`config.mk`:
```
export PLATFORM = sky130hd
export DESIGN_NAME = short_delay_overcurrent_trip_unit_flat
export DESIGN_NICKNAME = d
export VERILOG_FILES = /design/src/rtl/sdot_pkg.sv /design/src/rtl/sdot_if.sv /design/src/rtl/sdot_smul.sv /design/src/rtl/sdot_sdiv.sv /design/src/rtl/short_delay_overcurrent_trip_unit.sv /design/src/flat_wrapper.sv
export SDC_FILE = /design/constraint.sdc
export NUM_CORES = 2
export LEC_CHECK = 0
export BUFFER_PORTS_ARGS = -buffer_cell sky130_fd_sc_hd__buf_2
export CAP_MARGIN = 25
export CORE_UTILIZATION = 65
export DETAILED_ROUTE_END_ITERATION = 10
export PLACE_DENSITY = 0.83
export SYNTH_ARGS = -nofsm -noshare
export SYNTH_HDL_FRONTEND = slang
export SYNTH_SLANG_ARGS = --single-unit
```
`constraint.sdc`:
```
create_clock -name clock -period 15.5 [get_ports clock]
set_clock_uncertainty 0.05 [all_clocks]
set_input_delay 1.55 -clock clock [delete_from_list [all_inputs] [get_ports clock]]
set_output_delay 1.55 -clock clock [all_outputs]
set_load 0.05 [all_outputs]
```
`src/rtl/sdot_pkg.sv`:
```
package sdot_pkg;

   // Configuration register indexes (byte address = 4 * index).
   localparam int CSR_ADDR_W = 5;
   localparam logic [2:0] REG_ENABLE       = 3'd0;
   localparam logic [2:0] REG_INVERSE_MODE = 3'd1;
   localparam logic [2:0] REG_GEAR_PERCENT = 3'd2;
   localparam logic [2:0] REG_LONG_DELAY   = 3'd3;
   localparam logic [2:0] REG_DELAY_MS     = 3'd4;

   // Fixed arithmetic constants of the protection function.
   localparam int PHASE_COUNT   = 3;
   localparam int DISTURB_LIMIT = 5;
   localparam int PCT_SCALE     = 100;
   localparam int PICKUP_DIV    = 10000;
   localparam int MS_PER_S      = 1000;
   localparam int HEAT_SCALE    = 10000;
   localparam int CD_MAX        = 4095;
   localparam int FRAC_BITS     = 16;

   // Serial arithmetic unit sizes.
   localparam int MUL_A_W   = 64;
   localparam int MUL_B_W   = 32;
   localparam int MUL_STEPS = 32;
   localparam int NUM_W     = 80;
   localparam int DEN_W     = 64;
   localparam int Q_W       = 48;
   localparam int DIV_STEPS = 80;

   typedef struct packed {
      logic               start;
      logic [MUL_A_W-1:0] a;
      logic [MUL_B_W-1:0] b;
   } mul_cmd_type;

   typedef struct packed {
      logic             start;
      logic [NUM_W-1:0] num;
      logic [DEN_W-1:0] den;
   } div_cmd_type;

   typedef struct packed {
      logic busy;
      logic done;
   } unit_stat_type;

   typedef enum logic [3:0] {
      ST_IDLE,
      ST_PK_MUL,
      ST_PK_DIV,
      ST_BASE_DIV,
      ST_G_MUL,
      ST_D_MUL,
      ST_PHASE,
      ST_SQ_MUL,
      ST_N_MUL,
      ST_INC_DIV,
      ST_DONE
   } state_type;

endpackage

```
`src/rtl/sdot_if.sv`:
```
interface sdot_req_if;
   logic        valid;
   logic        ready;
   logic        cmd;
   logic [15:0] current_a;
   logic [15:0] current_b;
   logic [15:0] current_c;
   logic [9:0]  extra_delay_a;
   logic [9:0]  extra_delay_b;
   logic [9:0]  extra_delay_c;
   logic        breaker_accepts;

   modport source (output valid, cmd, current_a, current_b, current_c,
                   extra_delay_a, extra_delay_b, extra_delay_c, breaker_accepts,
                   input ready);
   modport sink (input valid, cmd, current_a, current_b, current_c,
                 extra_delay_a, extra_delay_b, extra_delay_c, breaker_accepts,
                 output ready);
endinterface

interface sdot_rsp_if;
   logic       valid;
   logic       ready;
   logic       protected_res;
   logic [1:0] trip_phase;
   logic [2:0] heating_mask;

   modport source (output valid, protected_res, trip_phase, heating_mask, input ready);
   modport sink (input valid, protected_res, trip_phase, heating_mask, output ready);
endinterface

```
`src/rtl/sdot_smul.sv`:
```
module sdot_smul (
   input  logic                  clock,
   input  logic                  reset,
   input  sdot_pkg::mul_cmd_type cmd,
   output sdot_pkg::unit_stat_type stat,
   output logic [63:0]           product
);
   import sdot_pkg::*;

   logic [MUL_A_W-1:0] acc_ff, acc_in;
   logic [MUL_A_W-1:0] mcand_ff, mcand_in;
   logic [MUL_B_W-1:0] mplier_ff, mplier_in;
   logic [5:0]         count_ff, count_in;
   logic               busy_ff, busy_in;
   logic               done_ff, done_in;

   // Shift-add: one multiplier bit per cycle.
   always_comb begin
      acc_in    = acc_ff;
      mcand_in  = mcand_ff;
      mplier_in = mplier_ff;
      count_in  = count_ff;
      busy_in   = busy_ff;
      done_in   = 1'b0;
      if (cmd.start) begin
         acc_in    = '0;
         mcand_in  = cmd.a;
         mplier_in = cmd.b;
         count_in  = '0;
         busy_in   = 1'b1;
      end else if (busy_ff) begin
         if (mplier_ff[0]) begin
            acc_in = acc_ff + mcand_ff;
         end
         mcand_in  = {mcand_ff[MUL_A_W-2:0], 1'b0};
         mplier_in = {1'b0, mplier_ff[MUL_B_W-1:1]};
         count_in  = count_ff + 6'd1;
         if (count_ff == 6'(MUL_STEPS - 1)) begin
            busy_in = 1'b0;
            done_in = 1'b1;
         end
      end
   end

   always_ff @(posedge clock) begin
      if (reset) begin
         busy_ff <= 1'b0;
         done_ff <= 1'b0;
      end else begin
         busy_ff <= busy_in;
         done_ff <= done_in;
      end
      acc_ff    <= acc_in;
      mcand_ff  <= mcand_in;
      mplier_ff <= mplier_in;
      count_ff  <= count_in;
   end

   assign stat.busy = busy_ff;
   assign stat.done = done_ff;
   assign product   = acc_ff;
endmodule

```
`src/rtl/sdot_sdiv.sv`:
```
module sdot_sdiv (
   input  logic                    clock,
   input  logic                    reset,
   input  sdot_pkg::div_cmd_type   cmd,
   output sdot_pkg::unit_stat_type stat,
   output logic [47:0]             quotient
);
   import sdot_pkg::*;

   logic [DEN_W:0]   rem_ff, rem_in;
   logic [NUM_W-1:0] num_ff, num_in;
   logic [NUM_W-1:0] quo_ff, quo_in;
   logic [DEN_W-1:0] den_ff, den_in;
   logic [6:0]       count_ff, count_in;
   logic             busy_ff, busy_in;
   logic             done_ff, done_in;
   logic [DEN_W:0]   trial;

   // Restoring division: one quotient bit per cycle, numerator shifted in MSB first.
   assign trial = {rem_ff[DEN_W-1:0], num_ff[NUM_W-1]};

   always_comb begin
      rem_in   = rem_ff;
      num_in   = num_ff;
      quo_in   = quo_ff;
      den_in   = den_ff;
      count_in = count_ff;
      busy_in  = busy_ff;
      done_in  = 1'b0;
      if (cmd.start) begin
         rem_in   = '0;
         num_in   = cmd.num;
         quo_in   = '0;
         den_in   = cmd.den;
         count_in = '0;
         busy_in  = 1'b1;
      end else if (busy_ff) begin
         num_in = {num_ff[NUM_W-2:0], 1'b0};
         if (trial >= {1'b0, den_ff}) begin
            rem_in = trial - {1'b0, den_ff};
            quo_in = {quo_ff[NUM_W-2:0], 1'b1};
         end else begin
            rem_in = trial;
            quo_in = {quo_ff[NUM_W-2:0], 1'b0};
         end
         count_in = count_ff + 7'd1;
         if (count_ff == 7'(DIV_STEPS - 1)) begin
            busy_in = 1'b0;
            done_in = 1'b1;
         end
      end
   end

   always_ff @(posedge clock) begin
      if (reset) begin
         busy_ff <= 1'b0;
         done_ff <= 1'b0;
      end else begin
         busy_ff <= busy_in;
         done_ff <= done_in;
      end
      rem_ff   <= rem_in;
      num_ff   <= num_in;
      quo_ff   <= quo_in;
      den_ff   <= den_in;
      count_ff <= count_in;
   end

   // A quotient beyond 48 bits, or a zero divisor, saturates to all ones.
   assign quotient  = (|quo_ff[NUM_W-1:Q_W]) ? '1 : quo_ff[Q_W-1:0];
   assign stat.busy = busy_ff;
   assign stat.done = done_ff;
endmodule

```
`src/rtl/short_delay_overcurrent_trip_unit.sv`:
```
// Channel   Direction  Handshake          Word
// req_bus   in         valid/ready        cmd, three currents, three extra delays, accept
// rsp_bus   out        valid/ready        protected_res, trip_phase, heating_mask
// csr_*     in/out     APB, pready high   five registers at byte address 4*i
//
// A clear, disabled or latched word goes from idle straight to the final state.
// An evaluated word runs a shift-add multiplier and a restoring divider in series,
// first for the pickup and base delay; in inverse mode they may run again for a phase above pickup.
// Reset is synchronous and clears the sequencer, protection and configuration state.
// A new word is taken while a finished result still waits in the output register;
// the sequencer holds in its final state until that register is free.
module short_delay_overcurrent_trip_unit #(
   parameter int PICKUP_PERCENT = 100,
   parameter int TRIP_COST_MS   = 25,
   parameter int SAMPLE_HZ      = 50,
   parameter int HEAT_MAX       = 1000,
   parameter int HEAT_STEP      = 1000,
   parameter int HEAT_DECAY     = 1
) (
   input  logic                            clock,
   input  logic                            reset,
   sdot_req_if.sink                        req_bus,
   sdot_rsp_if.source                      rsp_bus,
   input  logic                            csr_psel,
   input  logic                            csr_penable,
   input  logic                            csr_pwrite,
   input  logic [sdot_pkg::CSR_ADDR_W-1:0] csr_paddr,
   input  logic [31:0]                     csr_pwdata,
   output logic [31:0]                     csr_prdata,
   output logic                            csr_pready
);
   import sdot_pkg::*;

   localparam int PERIOD_RAW = MS_PER_S / SAMPLE_HZ;
   localparam int PERIOD     = (PERIOD_RAW == 0) ? 1 : PERIOD_RAW;
   localparam logic [31:0] HEAT_MUL   = 32'(HEAT_STEP * HEAT_SCALE);
   localparam logic [47:0] HEAT_LIMIT = 48'(HEAT_MAX) << FRAC_BITS;
   localparam logic [47:0] HEAT_DEC   = 48'(HEAT_DECAY) << FRAC_BITS;

   // Configuration registers.
   logic        enable_ff, inverse_ff;
   logic [10:0] gear_ff;
   logic [12:0] ir1_ff;
   logic [9:0]  delay_ff;
   logic        csr_wr;
   logic [2:0]  csr_idx;

   // Captured word.
   logic [15:0] cur_ff   [PHASE_COUNT];
   logic [9:0]  extra_ff [PHASE_COUNT];
   logic        accept_ff;
   logic        req_take;

   // Per-word derived values.
   logic [23:0] gi_ff, gi_in;
   logic [15:0] pickup_ff, pickup_in;
   logic [9:0]  base_ff, base_in;
   logic [63:0] den_ff, den_in;

   // Protection state.
   logic [47:0] heat_ff [PHASE_COUNT];
   logic [47:0] heat_in [PHASE_COUNT];
   logic [11:0] cd_ff   [PHASE_COUNT];
   logic [11:0] cd_in   [PHASE_COUNT];
   logic [2:0]  dc_ff   [PHASE_COUNT];
   logic [2:0]  dc_in   [PHASE_COUNT];
   logic [2:0]  counting_ff, counting_in;
   logic        latch_ff, latch_in;
   logic [2:0]  mask_ff, mask_in;

   // Sequencer.
   state_type   state_ff, state_in;
   logic [1:0]  phase_ff, phase_in;
   logic        res_ff, res_in;
   logic [1:0]  req_ff, req_in;

   // Output register.
   logic        rsp_valid_ff, rsp_valid_in;
   logic        rsp_res_ff, rsp_res_in;
   logic [1:0]  rsp_phase_ff, rsp_phase_in;
   logic [2:0]  rsp_mask_ff, rsp_mask_in;

   // Arithmetic units.
   mul_cmd_type   mul_cmd;
   unit_stat_type mul_stat;
   logic [63:0]   mul_product;
   div_cmd_type   div_cmd;
   unit_stat_type div_stat;
   logic [47:0]   div_quo;

   // Phase-local views.
   logic [15:0] cur_sel;
   logic [9:0]  extra_sel;
   logic [11:0] total_sel;
   logic [11:0] cd_sel;
   logic [47:0] heat_sel;
   logic [2:0]  dc_next;
   logic [26:0] g_val;
   logic [22:0] cur_x100;
   logic        above, over_gear, last_phase;
   logic [9:0]  diff;
   logic [31:0] pk_num;
   logic [48:0] heat_sum;
   logic [47:0] heat_new;
   logic [1:0]  phase_code;

   sdot_smul u_mul (
      .clock   (clock),
      .reset   (reset),
      .cmd     (mul_cmd),
      .stat    (mul_stat),
      .product (mul_product)
   );

   sdot_sdiv u_div (
      .clock    (clock),
      .reset    (reset),
      .cmd      (div_cmd),
      .stat     (div_stat),
      .quotient (div_quo)
   );

   // Configuration port.
   assign csr_pready = 1'b1;
   assign csr_wr     = csr_psel & csr_penable & csr_pwrite;
   assign csr_idx    = csr_paddr[4:2];

   always_ff @(posedge clock) begin
      if (reset) begin
         enable_ff  <= 1'b0;
         inverse_ff <= 1'b0;
         gear_ff    <= 11'd600;
         ir1_ff     <= 13'd0;
         delay_ff   <= 10'd300;
      end else if (csr_wr) begin
         case (csr_idx)
            REG_ENABLE:       enable_ff  <= csr_pwdata[0];
            REG_INVERSE_MODE: inverse_ff <= csr_pwdata[0];
            REG_GEAR_PERCENT: gear_ff    <= csr_pwdata[10:0];
            REG_LONG_DELAY:   ir1_ff     <= csr_pwdata[12:0];
            REG_DELAY_MS:     delay_ff   <= csr_pwdata[9:0];
            default: ;
         endcase
      end
   end

   always_comb begin
      case (csr_idx)
         REG_ENABLE:       csr_prdata = {31'd0, enable_ff};
         REG_INVERSE_MODE: csr_prdata = {31'd0, inverse_ff};
         REG_GEAR_PERCENT: csr_prdata = {21'd0, gear_ff};
         REG_LONG_DELAY:   csr_prdata = {19'd0, ir1_ff};
         REG_DELAY_MS:     csr_prdata = {22'd0, delay_ff};
         default:          csr_prdata = '0;
      endcase
   end

   // Word capture.
   assign req_bus.ready = (state_ff == ST_IDLE);
   assign req_take      = req_bus.valid & req_bus.ready;

   always_ff @(posedge clock) begin
      if (req_take) begin
         cur_ff[0]   <= req_bus.current_a;
         cur_ff[1]   <= req_bus.current_b;
         cur_ff[2]   <= req_bus.current_c;
         extra_ff[0] <= req_bus.extra_delay_a;
         extra_ff[1] <= req_bus.extra_delay_b;
         extra_ff[2] <= req_bus.extra_delay_c;
         accept_ff   <= req_bus.breaker_accepts;
      end
   end

   // Values for the phase under evaluation. Base and extra delay stay below 4096.
   assign cur_sel    = cur_ff[phase_ff];
   assign extra_sel  = extra_ff[phase_ff];
   assign total_sel  = 12'(11'(base_ff) + 11'(extra_sel));
   assign cd_sel     = cd_ff[phase_ff];
   assign heat_sel   = heat_ff[phase_ff];
   assign dc_next    = dc_ff[phase_ff] + 3'd1;
   assign g_val      = {gi_ff, 3'b000};
   assign cur_x100   = 23'(32'(cur_sel) * 32'(PCT_SCALE));
   assign above      = cur_sel > pickup_ff;
   assign over_gear  = {5'd0, cur_x100} > {1'b0, g_val};
   assign last_phase = phase_ff == 2'(PHASE_COUNT - 1);
   assign phase_code = phase_ff + 2'd1;
   assign diff       = (32'(delay_ff) > 32'(TRIP_COST_MS)) ?
                       10'(32'(delay_ff) - 32'(TRIP_COST_MS)) : 10'd0;
   assign pk_num     = 32'(64'(mul_product[23:0]) * 64'(PICKUP_PERCENT));
   assign heat_sum   = {1'b0, heat_sel} + {1'b0, div_quo};
   assign heat_new   = heat_sum[48] ? '1 : heat_sum[47:0];

   // Sequencer: next state, protection state updates and unit starts.
   always_comb begin
      state_in     = state_ff;
      phase_in     = phase_ff;
      res_in       = res_ff;
      req_in       = req_ff;
      gi_in        = gi_ff;
      pickup_in    = pickup_ff;
      base_in      = base_ff;
      den_in       = den_ff;
      heat_in      = heat_ff;
      cd_in        = cd_ff;
      dc_in        = dc_ff;
      counting_in  = counting_ff;
      latch_in     = latch_ff;
      mask_in      = mask_ff;
      mul_cmd      = '0;
      div_cmd      = '0;
      rsp_valid_in = rsp_valid_ff & ~rsp_bus.ready;
      rsp_res_in   = rsp_res_ff;
      rsp_phase_in = rsp_phase_ff;
      rsp_mask_in  = rsp_mask_ff;

      case (state_ff)
         ST_IDLE: begin
            if (req_take) begin
               res_in   = 1'b0;
               req_in   = 2'd0;
               phase_in = 2'd0;
               if (req_bus.cmd) begin
                  latch_in = 1'b0;
                  state_in = ST_DONE;
               end else if (!enable_ff) begin
                  for (int i = 0; i < PHASE_COUNT; i++) begin
                     heat_in[i] = '0;
                     cd_in[i]   = '0;
                     dc_in[i]   = '0;
                  end
                  counting_in = '0;
                  mask_in     = '0;
                  state_in    = ST_DONE;
               end else if (latch_ff) begin
                  res_in   = 1'b1;
                  state_in = ST_DONE;
               end else begin
                  mul_cmd.start = 1'b1;
                  mul_cmd.a     = 64'(gear_ff);
                  mul_cmd.b     = 32'(ir1_ff);
                  state_in      = ST_PK_MUL;
               end
            end
         end

         // Pickup = gear * Ir1 * percent / 10000.
         ST_PK_MUL: begin
            if (mul_stat.done) begin
               gi_in         = mul_product[23:0];
               div_cmd.start = 1'b1;
               div_cmd.num   = 80'(pk_num);
               div_cmd.den   = 64'(PICKUP_DIV);
               state_in      = ST_PK_DIV;
            end
         end

         ST_PK_DIV: begin
            if (div_stat.done) begin
               pickup_in     = (|div_quo[47:16]) ? 16'hFFFF : div_quo[15:0];
               div_cmd.start = 1'b1;
               div_cmd.num   = 80'(diff);
               div_cmd.den   = 64'(PERIOD);
               state_in      = ST_BASE_DIV;
            end
         end

         // Base delay count, then the I2t divisor when in inverse mode.
         ST_BASE_DIV: begin
            if (div_stat.done) begin
               base_in = (div_quo[9:0] == 10'd0) ? 10'd0 : div_quo[9:0] - 10'd1;
               if (inverse_ff) begin
                  mul_cmd.start = 1'b1;
                  mul_cmd.a     = 64'(g_val);
                  mul_cmd.b     = 32'(g_val);
                  state_in      = ST_G_MUL;
               end else begin
                  state_in = ST_PHASE;
               end
            end
         end

         ST_G_MUL: begin
            if (mul_stat.done) begin
               mul_cmd.start = 1'b1;
               mul_cmd.a     = mul_product;
               mul_cmd.b     = 32'(delay_ff);
               state_in      = ST_D_MUL;
            end
         end

         ST_D_MUL: begin
            if (mul_stat.done) begin
               den_in   = mul_product;
               state_in = ST_PHASE;
            end
         end

         // One phase per visit.
         ST_PHASE: begin
            if (!inverse_ff) begin
               heat_in[phase_ff] = '0;
            end
            if (above) begin
               if (!inverse_ff || over_gear) begin
                  if (!counting_ff[phase_ff]) begin
                     counting_in[phase_ff] = 1'b1;
                     cd_in[phase_ff]       = total_sel;
                     mask_in[phase_ff]     = 1'b1;
                  end else if (cd_sel <= 12'd1) begin
                     req_in = phase_code;
                     if (accept_ff) begin
                        cd_in[phase_ff] = '0;
                        latch_in        = 1'b1;
                        res_in          = 1'b1;
                     end else begin
                        counting_in[phase_ff] = 1'b0;
                        cd_in[phase_ff]       = total_sel;
                        mask_in[phase_ff]     = 1'b1;
                     end
                  end else begin
                     cd_in[phase_ff]   = cd_sel - 12'd1;
                     mask_in[phase_ff] = 1'b1;
                  end
                  if ((cd_sel <= 12'd1) && counting_ff[phase_ff] && accept_ff) begin
                     state_in = ST_DONE;
                  end else if (last_phase) begin
                     state_in = ST_DONE;
                  end else begin
                     phase_in = phase_ff + 2'd1;
                  end
               end else begin
                  mul_cmd.start = 1'b1;
                  mul_cmd.a     = 64'(cur_sel);
                  mul_cmd.b     = 32'(cur_sel);
                  state_in      = ST_SQ_MUL;
               end
            end else begin
               if (inverse_ff) begin
                  heat_in[phase_ff] = (heat_sel > HEAT_DEC) ? heat_sel - HEAT_DEC : '0;
               end else if (counting_ff[phase_ff]) begin
                  if (32'(dc_next) >= 32'(DISTURB_LIMIT)) begin
                     if ((cd_sel <= total_sel) && (cd_sel < 12'(CD_MAX))) begin
                        cd_in[phase_ff] = cd_sel + 12'd1;
                     end
                     dc_in[phase_ff] = '0;
                  end else begin
                     dc_in[phase_ff] = dc_next;
                  end
               end else begin
                  dc_in[phase_ff] = '0;
               end
               mask_in[phase_ff] = 1'b0;
               if (last_phase) begin
                  state_in = ST_DONE;
               end else begin
                  phase_in = phase_ff + 2'd1;
               end
            end
         end

         // I2t increment = step * 10000 * I^2 * 2^16 / (g^2 * delay).
         ST_SQ_MUL: begin
            if (mul_stat.done) begin
               mul_cmd.start = 1'b1;
               mul_cmd.a     = mul_product;
               mul_cmd.b     = HEAT_MUL;
               state_in      = ST_N_MUL;
            end
         end

         ST_N_MUL: begin
            if (mul_stat.done) begin
               div_cmd.start = 1'b1;
               div_cmd.num   = {mul_product, 16'h0000};
               div_cmd.den   = den_ff;
               state_in      = ST_INC_DIV;
            end
         end

         ST_INC_DIV: begin
            if (div_stat.done) begin
               heat_in[phase_ff] = heat_new;
               if (heat_new >= HEAT_LIMIT) begin
                  req_in = phase_code;
               end
               if ((heat_new >= HEAT_LIMIT) && accept_ff) begin
                  latch_in = 1'b1;
                  res_in   = 1'b1;
                  state_in = ST_DONE;
               end else begin
                  mask_in[phase_ff] = 1'b1;
                  if (last_phase) begin
                     state_in = ST_DONE;
                  end else begin
                     phase_in = phase_ff + 2'd1;
                     state_in = ST_PHASE;
                  end
               end
            end
         end

         // Hand the result to the output register once it is free.
         ST_DONE: begin
            if (!rsp_valid_ff || rsp_bus.ready) begin
               rsp_valid_in = 1'b1;
               rsp_res_in   = res_ff;
               rsp_phase_in = req_ff;
               rsp_mask_in  = mask_ff;
               state_in     = ST_IDLE;
            end
         end

         default: state_in = ST_IDLE;
      endcase
   end

   always_ff @(posedge clock) begin
      if (reset) begin
         state_ff     <= ST_IDLE;
         phase_ff     <= 2'd0;
         res_ff       <= 1'b0;
         req_ff       <= 2'd0;
         latch_ff     <= 1'b0;
         mask_ff      <= 3'd0;
         counting_ff  <= 3'd0;
         rsp_valid_ff <= 1'b0;
         for (int i = 0; i < PHASE_COUNT; i++) begin
            heat_ff[i] <= '0;
            cd_ff[i]   <= '0;
            dc_ff[i]   <= '0;
         end
      end else begin
         state_ff     <= state_in;
         phase_ff     <= phase_in;
         res_ff       <= res_in;
         req_ff       <= req_in;
         latch_ff     <= latch_in;
         mask_ff      <= mask_in;
         counting_ff  <= counting_in;
         rsp_valid_ff <= rsp_valid_in;
         heat_ff      <= heat_in;
         cd_ff        <= cd_in;
         dc_ff        <= dc_in;
      end
      gi_ff        <= gi_in;
      pickup_ff    <= pickup_in;
      base_ff      <= base_in;
      den_ff       <= den_in;
      rsp_res_ff   <= rsp_res_in;
      rsp_phase_ff <= rsp_phase_in;
      rsp_mask_ff  <= rsp_mask_in;
   end

   assign rsp_bus.valid         = rsp_valid_ff;
   assign rsp_bus.protected_res = rsp_res_ff;
   assign rsp_bus.trip_phase    = rsp_phase_ff;
   assign rsp_bus.heating_mask  = rsp_mask_ff;

   // A clear command always releases the latch.
   a_clear_releases: assert property (@(posedge clock) disable iff (reset)
      (req_take && req_bus.cmd) |=> !latch_ff)
      else $error("trip latch still set after a clear command");

   // The two arithmetic units never run at the same time.
   a_units_exclusive: assert property (@(posedge clock) disable iff (reset)
      !(mul_stat.busy && div_stat.busy))
      else $error("multiplier and divider busy together");

   // A tripped result is only reported with the latch set.
   a_res_latched: assert property (@(posedge clock) disable iff (reset)
      (state_ff == ST_DONE && res_ff) |-> latch_ff)
      else $error("tripped result without latch");
endmodule
```
`src/flat_wrapper.sv`:
```
// flat-port wrapper written by rule: the top's interface ports become plain ports
module short_delay_overcurrent_trip_unit_flat import sdot_pkg::*;
#(
   parameter int PICKUP_PERCENT = 100,
   parameter int TRIP_COST_MS   = 25,
   parameter int SAMPLE_HZ      = 50,
   parameter int HEAT_MAX       = 1000,
   parameter int HEAT_STEP      = 1000,
   parameter int HEAT_DECAY     = 1
)
  (clock, reset, csr_psel, csr_penable, csr_pwrite, csr_paddr, csr_pwdata, csr_prdata, csr_pready, req_bus_valid, req_bus_cmd, req_bus_current_a, req_bus_current_b, req_bus_current_c, req_bus_extra_delay_a, req_bus_extra_delay_b, req_bus_extra_delay_c, req_bus_breaker_accepts, req_bus_ready, rsp_bus_valid, rsp_bus_protected_res, rsp_bus_trip_phase, rsp_bus_heating_mask, rsp_bus_ready);
  sdot_req_if req_bus_i ();
  sdot_rsp_if rsp_bus_i ();
  input  logic clock;
  input  logic reset;
  input  logic csr_psel;
  input  logic csr_penable;
  input  logic csr_pwrite;
  input  logic [sdot_pkg::CSR_ADDR_W-1:0] csr_paddr;
  input  logic [31:0] csr_pwdata;
  output logic [31:0] csr_prdata;
  output logic csr_pready;
  input wire logic [$bits(req_bus_i.valid)-1:0] req_bus_valid;
  input wire logic [$bits(req_bus_i.cmd)-1:0] req_bus_cmd;
  input wire logic [$bits(req_bus_i.current_a)-1:0] req_bus_current_a;
  input wire logic [$bits(req_bus_i.current_b)-1:0] req_bus_current_b;
  input wire logic [$bits(req_bus_i.current_c)-1:0] req_bus_current_c;
  input wire logic [$bits(req_bus_i.extra_delay_a)-1:0] req_bus_extra_delay_a;
  input wire logic [$bits(req_bus_i.extra_delay_b)-1:0] req_bus_extra_delay_b;
  input wire logic [$bits(req_bus_i.extra_delay_c)-1:0] req_bus_extra_delay_c;
  input wire logic [$bits(req_bus_i.breaker_accepts)-1:0] req_bus_breaker_accepts;
  output wire logic [$bits(req_bus_i.ready)-1:0] req_bus_ready;
  output wire logic [$bits(rsp_bus_i.valid)-1:0] rsp_bus_valid;
  output wire logic [$bits(rsp_bus_i.protected_res)-1:0] rsp_bus_protected_res;
  output wire logic [$bits(rsp_bus_i.trip_phase)-1:0] rsp_bus_trip_phase;
  output wire logic [$bits(rsp_bus_i.heating_mask)-1:0] rsp_bus_heating_mask;
  input wire logic [$bits(rsp_bus_i.ready)-1:0] rsp_bus_ready;
  assign req_bus_i.valid = req_bus_valid;
  assign req_bus_i.cmd = req_bus_cmd;
  assign req_bus_i.current_a = req_bus_current_a;
  assign req_bus_i.current_b = req_bus_current_b;
  assign req_bus_i.current_c = req_bus_current_c;
  assign req_bus_i.extra_delay_a = req_bus_extra_delay_a;
  assign req_bus_i.extra_delay_b = req_bus_extra_delay_b;
  assign req_bus_i.extra_delay_c = req_bus_extra_delay_c;
  assign req_bus_i.breaker_accepts = req_bus_breaker_accepts;
  assign req_bus_ready = req_bus_i.ready;
  assign rsp_bus_valid = rsp_bus_i.valid;
  assign rsp_bus_protected_res = rsp_bus_i.protected_res;
  assign rsp_bus_trip_phase = rsp_bus_i.trip_phase;
  assign rsp_bus_heating_mask = rsp_bus_i.heating_mask;
  assign rsp_bus_i.ready = rsp_bus_ready;
  short_delay_overcurrent_trip_unit #(.PICKUP_PERCENT(PICKUP_PERCENT), .TRIP_COST_MS(TRIP_COST_MS), .SAMPLE_HZ(SAMPLE_HZ), .HEAT_MAX(HEAT_MAX), .HEAT_STEP(HEAT_STEP), .HEAT_DECAY(HEAT_DECAY)) u_core (.clock(clock), .reset(reset), .req_bus(req_bus_i), .rsp_bus(rsp_bus_i), .csr_psel(csr_psel), .csr_penable(csr_penable), .csr_pwrite(csr_pwrite), .csr_paddr(csr_paddr), .csr_pwdata(csr_pwdata), .csr_prdata(csr_prdata), .csr_pready(csr_pready));
endmodule
```
# [Word level (Yosys, flattened, before mapping)]
# Memory sizes are Yosys's and may differ from the RTL's. A register that Yosys moved wholly into a read port is not among the register bits.
# Index checks and enable logic that the tools add are counted.
[classes] n_bitwise=19 magnitude_cmp=14 n_addsub=13 n_eq_ne=49 mux=167 n_reduce_logical=42 mul=2
[ops] cell="$mux 144" n=8
[ops] cell="$mux 97" n=10
[ops] cell="$pmux 97 s5" n=1
[ops] cell="$mux 145" n=3
[ops] cell="$pmux 145 s3" n=1
[ops] cell="$mux 36" n=12
[ops] cell="$pmux 144 s3" n=1
[ops] cell="$bwmux 144" n=2
[ops] cell="$mux 48" n=6
[ops] cell="$mux 64" n=3
[ops] cell="$mux 80" n=2
[ops] cell="$and 144x144->144" n=1
[ops] cell="$not 144->144" n=1
[ops] cell="$bwmux 36" n=3
[ops] cell="$bmux 48 s2" n=1
[ops] cell="$demux 48 s2" n=1
[ops] cell="$mux 4" n=19
[ops] cell="$pmux 36 s2" n=1
[ops] cell="$ge 65x64->1" n=1
[ops] cell="$pmux 13 s5" n=1
[ops] cell="$add 64x64->64" n=1
[ops] cell="$mux 32" n=2
[ops] cell="$reduce_or 32->1" n=2
[ops] cell="$sub 64x64->64" n=1
[ops] cell="other kinds (84)" n=222
[totals] in_bits=124 ramBits=78 mem_count=2 word_cells=351 regBits=828
[mem_list] name="u_core.cur_ff" words=3 width=16 read_ports=1 rd_ports_with_merged_regs=1 wr=3 line="short_delay_overcurrent_trip_unit.sv:49" rtl="logic [15:0] cur_ff [PHASE_COUNT];"
[mem_list] name="u_core.extra_ff" words=3 width=10 read_ports=1 rd_ports_with_merged_regs=1 wr=3 line="short_delay_overcurrent_trip_unit.sv:50" rtl="logic [9:0] extra_ff [PHASE_COUNT];"

# [Logic depth before layout (Yosys ltp)]
[depth] ltp_word=13 ltp_mapped=37 depth_no_buf=34

# [Hierarchy]
# Synthesis repeated with hierarchy kept, for this count alone.
[hier_totals] hier_cells=6465 hier_area_um2=58090.7
[by_module_without_submodules] module="short_delay_overcurrent_trip_unit" n_inst=1 area_per_inst_um2=31855.6 cells_per_inst=3760
[by_module_without_submodules] module="sdot_sdiv" n_inst=1 area_per_inst_um2=15692.6 cells_per_inst=1608
[by_module_without_submodules] module="sdot_smul" n_inst=1 area_per_inst_um2=10542.6 cells_per_inst=1097

# [Worst setup path after synthesis]
# OpenSTA, ideal clock, no wires.
[synth_path] kind="register to register" start="reg (tool-made name)" end="reg u_core.u_mul.mcand_ff[0], enable pin" setup_ns=0.465 setup_slack_ns=6.266 t_arrival_ns=8.719 path_stages_with_launch=34 path_buffers=4 path_cell_list="dfxtp_1 clkbuf_1 clkbuf_1 mux2i_1 o21ai_0 ha_1 ha_1 fa_1 ha_1 a21o_1 a21oi_1 o21bai_1 a21oi_1 o21bai_1 a21oi_1 o21bai_1 a21oi_1 o21bai_1 a21oi_1 o21bai_1 a21oi_1 o21bai_1 a21oi_1 xnor2_1 ha_1 nand4_1 nor4_1 a31oi_1 o31ai_1 nand4_1 and2_1 clkbuf_1 clkbuf_1 nand2b_1"
[synth_lines] element="end signal, assigned" line="sdot_smul.sv:54" rtl="mcand_ff <= mcand_in;"
[synth_lines] element="end, declared" line="sdot_smul.sv:11" rtl="logic [MUL_A_W-1:0] mcand_ff, mcand_in;"

==> results.json <==
{
  "status": "finished clean",
  "htreeDepth": 3,
  "cp.required_ps": 15780,
  "path_common_cell": "a21oi_1",
  "power_density_nw_per_um2": 117,
  "maxClockFrequency_mhz": 103,
  "row_count": 106,
  "coreArea_um2": 84200,
  "min_period_ps": 9710,
  "dr.pass1.iters": 8,
  "hold_viol_final": 0,
  "via_count": 47700,
  "vias_per_cell": 6.59,
  "ys_warn_count": 0,
  "worst-r2r-setup-slack_ps": 5790,
  "finalNonFillerCells": 7234,
  "setup_viol": 0,
  "io-pin-count": 165,
  "arrival_ps": 9990,
  "end_kind": "flip-flop",
  "clock-sinks": 903,
  "drt-initial-drc-count": 5601,
  "avgRoutedWirePerCell_um": 21.2,
  "m1WireLength_um": 63200,
  "synth-edff-count": 434,
  "drc": 0,
  "yosys.area.top_type_share": 0.234,
  "synth_ff_type": "dfxtp_1",
  "cap_viol_max_count": 0,
  "grt_pass1_vias": 44600,
  "syn2layout_area_growth_pct": 8.08,
  "path_class": "reg -> reg",
  "leakage_nw": 24.7,
  "cts_root_buf": "clkbuf_16",
  "numPortBuffers": 123,
  "clock_path_buffers": 3,
  "async_reset_ff_frac": 0,
  "dr_wl_met3_um": 14100,
  "avgSynthCellArea_um2": 9.10,
  "synth_cells": 6112,
  "min_path_type": "reg -> reg",
  "clock_latency_ps": 710,
  "routed_wl_um": 153000,
  "path_delay_family": "compound AO/OA/AOI/OAI gates",
  "postCtsSetupRepairBufs": 0,
  "cts.clk_slew.worst_paths_ps": 60,
  "hpwlAfterDp_um": 102000,
  "cts_tree": "yes",
  "gp_congestion": 0.944,
  "antenna_found_initial": 1,
  "ant_nets": 0,
  "hold_buffers": 0,
  "drive_above_1_share": 0.0715,
  "rsz0062_at_grt": "no",
  "finalMaxSlewViolations": 0,
  "synth_seq_cells": 903,
  "seq_area_frac_synth": 0.403,
  "synth_area_um2": 55600,
  "ctsResizeCount": 0,
  "die_h_um": 295,
  "yosys.area.top_type": "edfxtp_1",
  "die_w_um": 295,
  "synth.distinct_cells": 100,
  "cp_slowest_cell": "dfxtp_2",
  "critical_path.startpoint_type": "flip-flop",
  "worst-path-buf-inv": 1,
  "place_inst": 7051,
  "vdd_drop_max_uv": 135,
  "die-area_um2": 86800,
  "tightest_slew_ps": 1110,
  "finalSetupTns_ps": 0,
  "grt_first_pass_wirelength_um": 241000,
  "fin_crit_sh": 0.626,
  "grt_max_degree": 196,
  "initial_core_util": 0.661,
  "grt_overflow": 0,
  "ys_top_cells_by_area": "edfxtp_1 23%, dfxtp_1 17%, ha_1 8.3%, a21oi_1 4.2%, nor2_1 4.2%",
  "cts_inserted_buffers": 94,
  "top_layer": "met4",
  "nets": 6547,
  "relSlewSlack": 0.255,
  "wl_met2_um": 69400,
  "critPathMaxStageDelay_ps": 910,
  "grt_usage": 0.345,
  "crit_fanout": 50,
  "final_util": 0.714
}
-- logic make-up (layout without fill, tap and decap cells) --
logic type,after synthesis,count (layout),synth area share
flops,903,903,0.403
buf+inv,757,726,0.0536
compound gates,1878,1878,0.226
other cells,2,21,0.000135
xor+xnor,262,262,0.0412
simple gates,1678,1678,0.140
fa+ha+maj,406,406,0.0957
mux,226,226,0.0407
-- worst register-to-register path, delay by kind of cell, from the launching register on --
family                   cells  cell delay [ps]
flip-flops                   1              910
multiplexers                 1              220
AO/OA/AOI/OAI               17             3780
adder cells (fa/ha/maj)      5             1770
XOR/XNOR                     1              140
buffers and inverters        1              690
AND/OR/NAND/NOR              4             1690
-- where the power goes --
group / switching [mW] / total [mW] / internal (mW) / leakage [nW]
registers: 0.0940 / 2.69 / 2.60 / 7.93
logic: 1.25 / 1.96 / 0.709 / 15.2
clock network: 1.02 / 2.37 / 1.35 / 1.56
total: 2.37 / 7.02 / 4.66 / 24.7
-- per-stage QoR --
| stage | cell area [µm²] | power, mW | worst slack (ps) | hold slack (ps) |
|---|---|---|---|---|
| 2_1_floorplan | 55700 | 4.13 | 6270 | 351 |
| 3_3_place_gp | 56700 | 4.55 | 6070 | 373 |
| 3_5_place_dp | 56800 | 4.62 | 5880 | 373 |
| 4_1_cts | 60000 | 6.98 | 5930 | 387 |
| 5_1_grt | 60100 | 7.32 | 5280 | 407 |
| 6_report | 60100 | 7.02 | 5790 | 389 |
-- cell usage in the layout, fill, tap and decap left out, types with 136 or more instances in the layout --
cell	count
a21o_1	182
edfxtp_1	434
xnor2_1	158
nor2_1	615
ha_1	368
a22oi_1	250
inv_1	352
nand2_1	428
dfxtp_1	463
a22o_1	136
mux2i_1	223
o21ai_0	327
a21oi_1	461
-- final timing paths --
| check | to | from | cells past startpoint |
|---|---|---|---|
| setup reg to reg | u_core.u_mul.mcand_ff[43]$_DFFE_PP_ | flip-flop | 29 |
| hold / removal | u_core.rsp_bus.heating_mask[0]$_DFFE_PP_ | u_core.mask_ff[0]$_SDFFE_PP0P_ | 0 |
| hold reg to reg | u_core.rsp_bus.heating_mask[0]$_DFFE_PP_ | u_core.mask_ff[0]$_SDFFE_PP0P_ | 0 |
| setup / recovery | u_core.u_mul.mcand_ff[43]$_DFFE_PP_ | flip-flop | 29 |
-- flip-flops by register name, summed over array words and instances, names as in the netlist, 48 cells and up, named ones only --
register               flops
u_core.u_div.den_ff       64
u_core.heat_ff           144
u_core.u_mul.mcand_ff     64
u_core.u_div.quo_ff       80
u_core.u_div.rem_ff       64
u_core.den_ff             64
u_core.u_mul.product      64
u_core.cur_ff             48
u_core.u_div.num_ff       80
-- final cells by class --
cell class / count / area [µm²]
repair buffers: 192 / 1250
fillers: 6117 / 24100
inverters: 358 / 1350
diodes: 1 / 2.50
well taps: 1134 / 1420
flip-flops and latches: 903 / 22400
clock inverters: 49 / 597
multi-input cells: 4470 / 30400
clock buffers: 127 / 2650
-- cells in the mapped netlist (all sizes together) (37+ instances only) --
library cell,number
ha,371
xor2,104
or3,66
buf,79
xnor2,158
dfxtp,469
a22oi,250
a21oi,464
a21o,182
nand4,62
nor4,38
mux2i,223
a31oi,49
nor2b,37
inv,354
a22o,136
o22ai,42
o21ai,372
nand3,87
clkbuf,320
a32o,42
o21bai,42
nand2b,38
o21a,57
nand2,431
edfxtp,434
nor3,103
and3,42
nor2,618
and2,80
-- layer usage --
metal | global-route usage | vias to the layer above
met3 | 0.0563 | 432
met2 | 0.542 | 2441
met1 | 0.469 | 22700
met4 | 0.153 | 0
met5 | 0 | -
li1 | - | 22100
(Power assumes the default switching activity.)
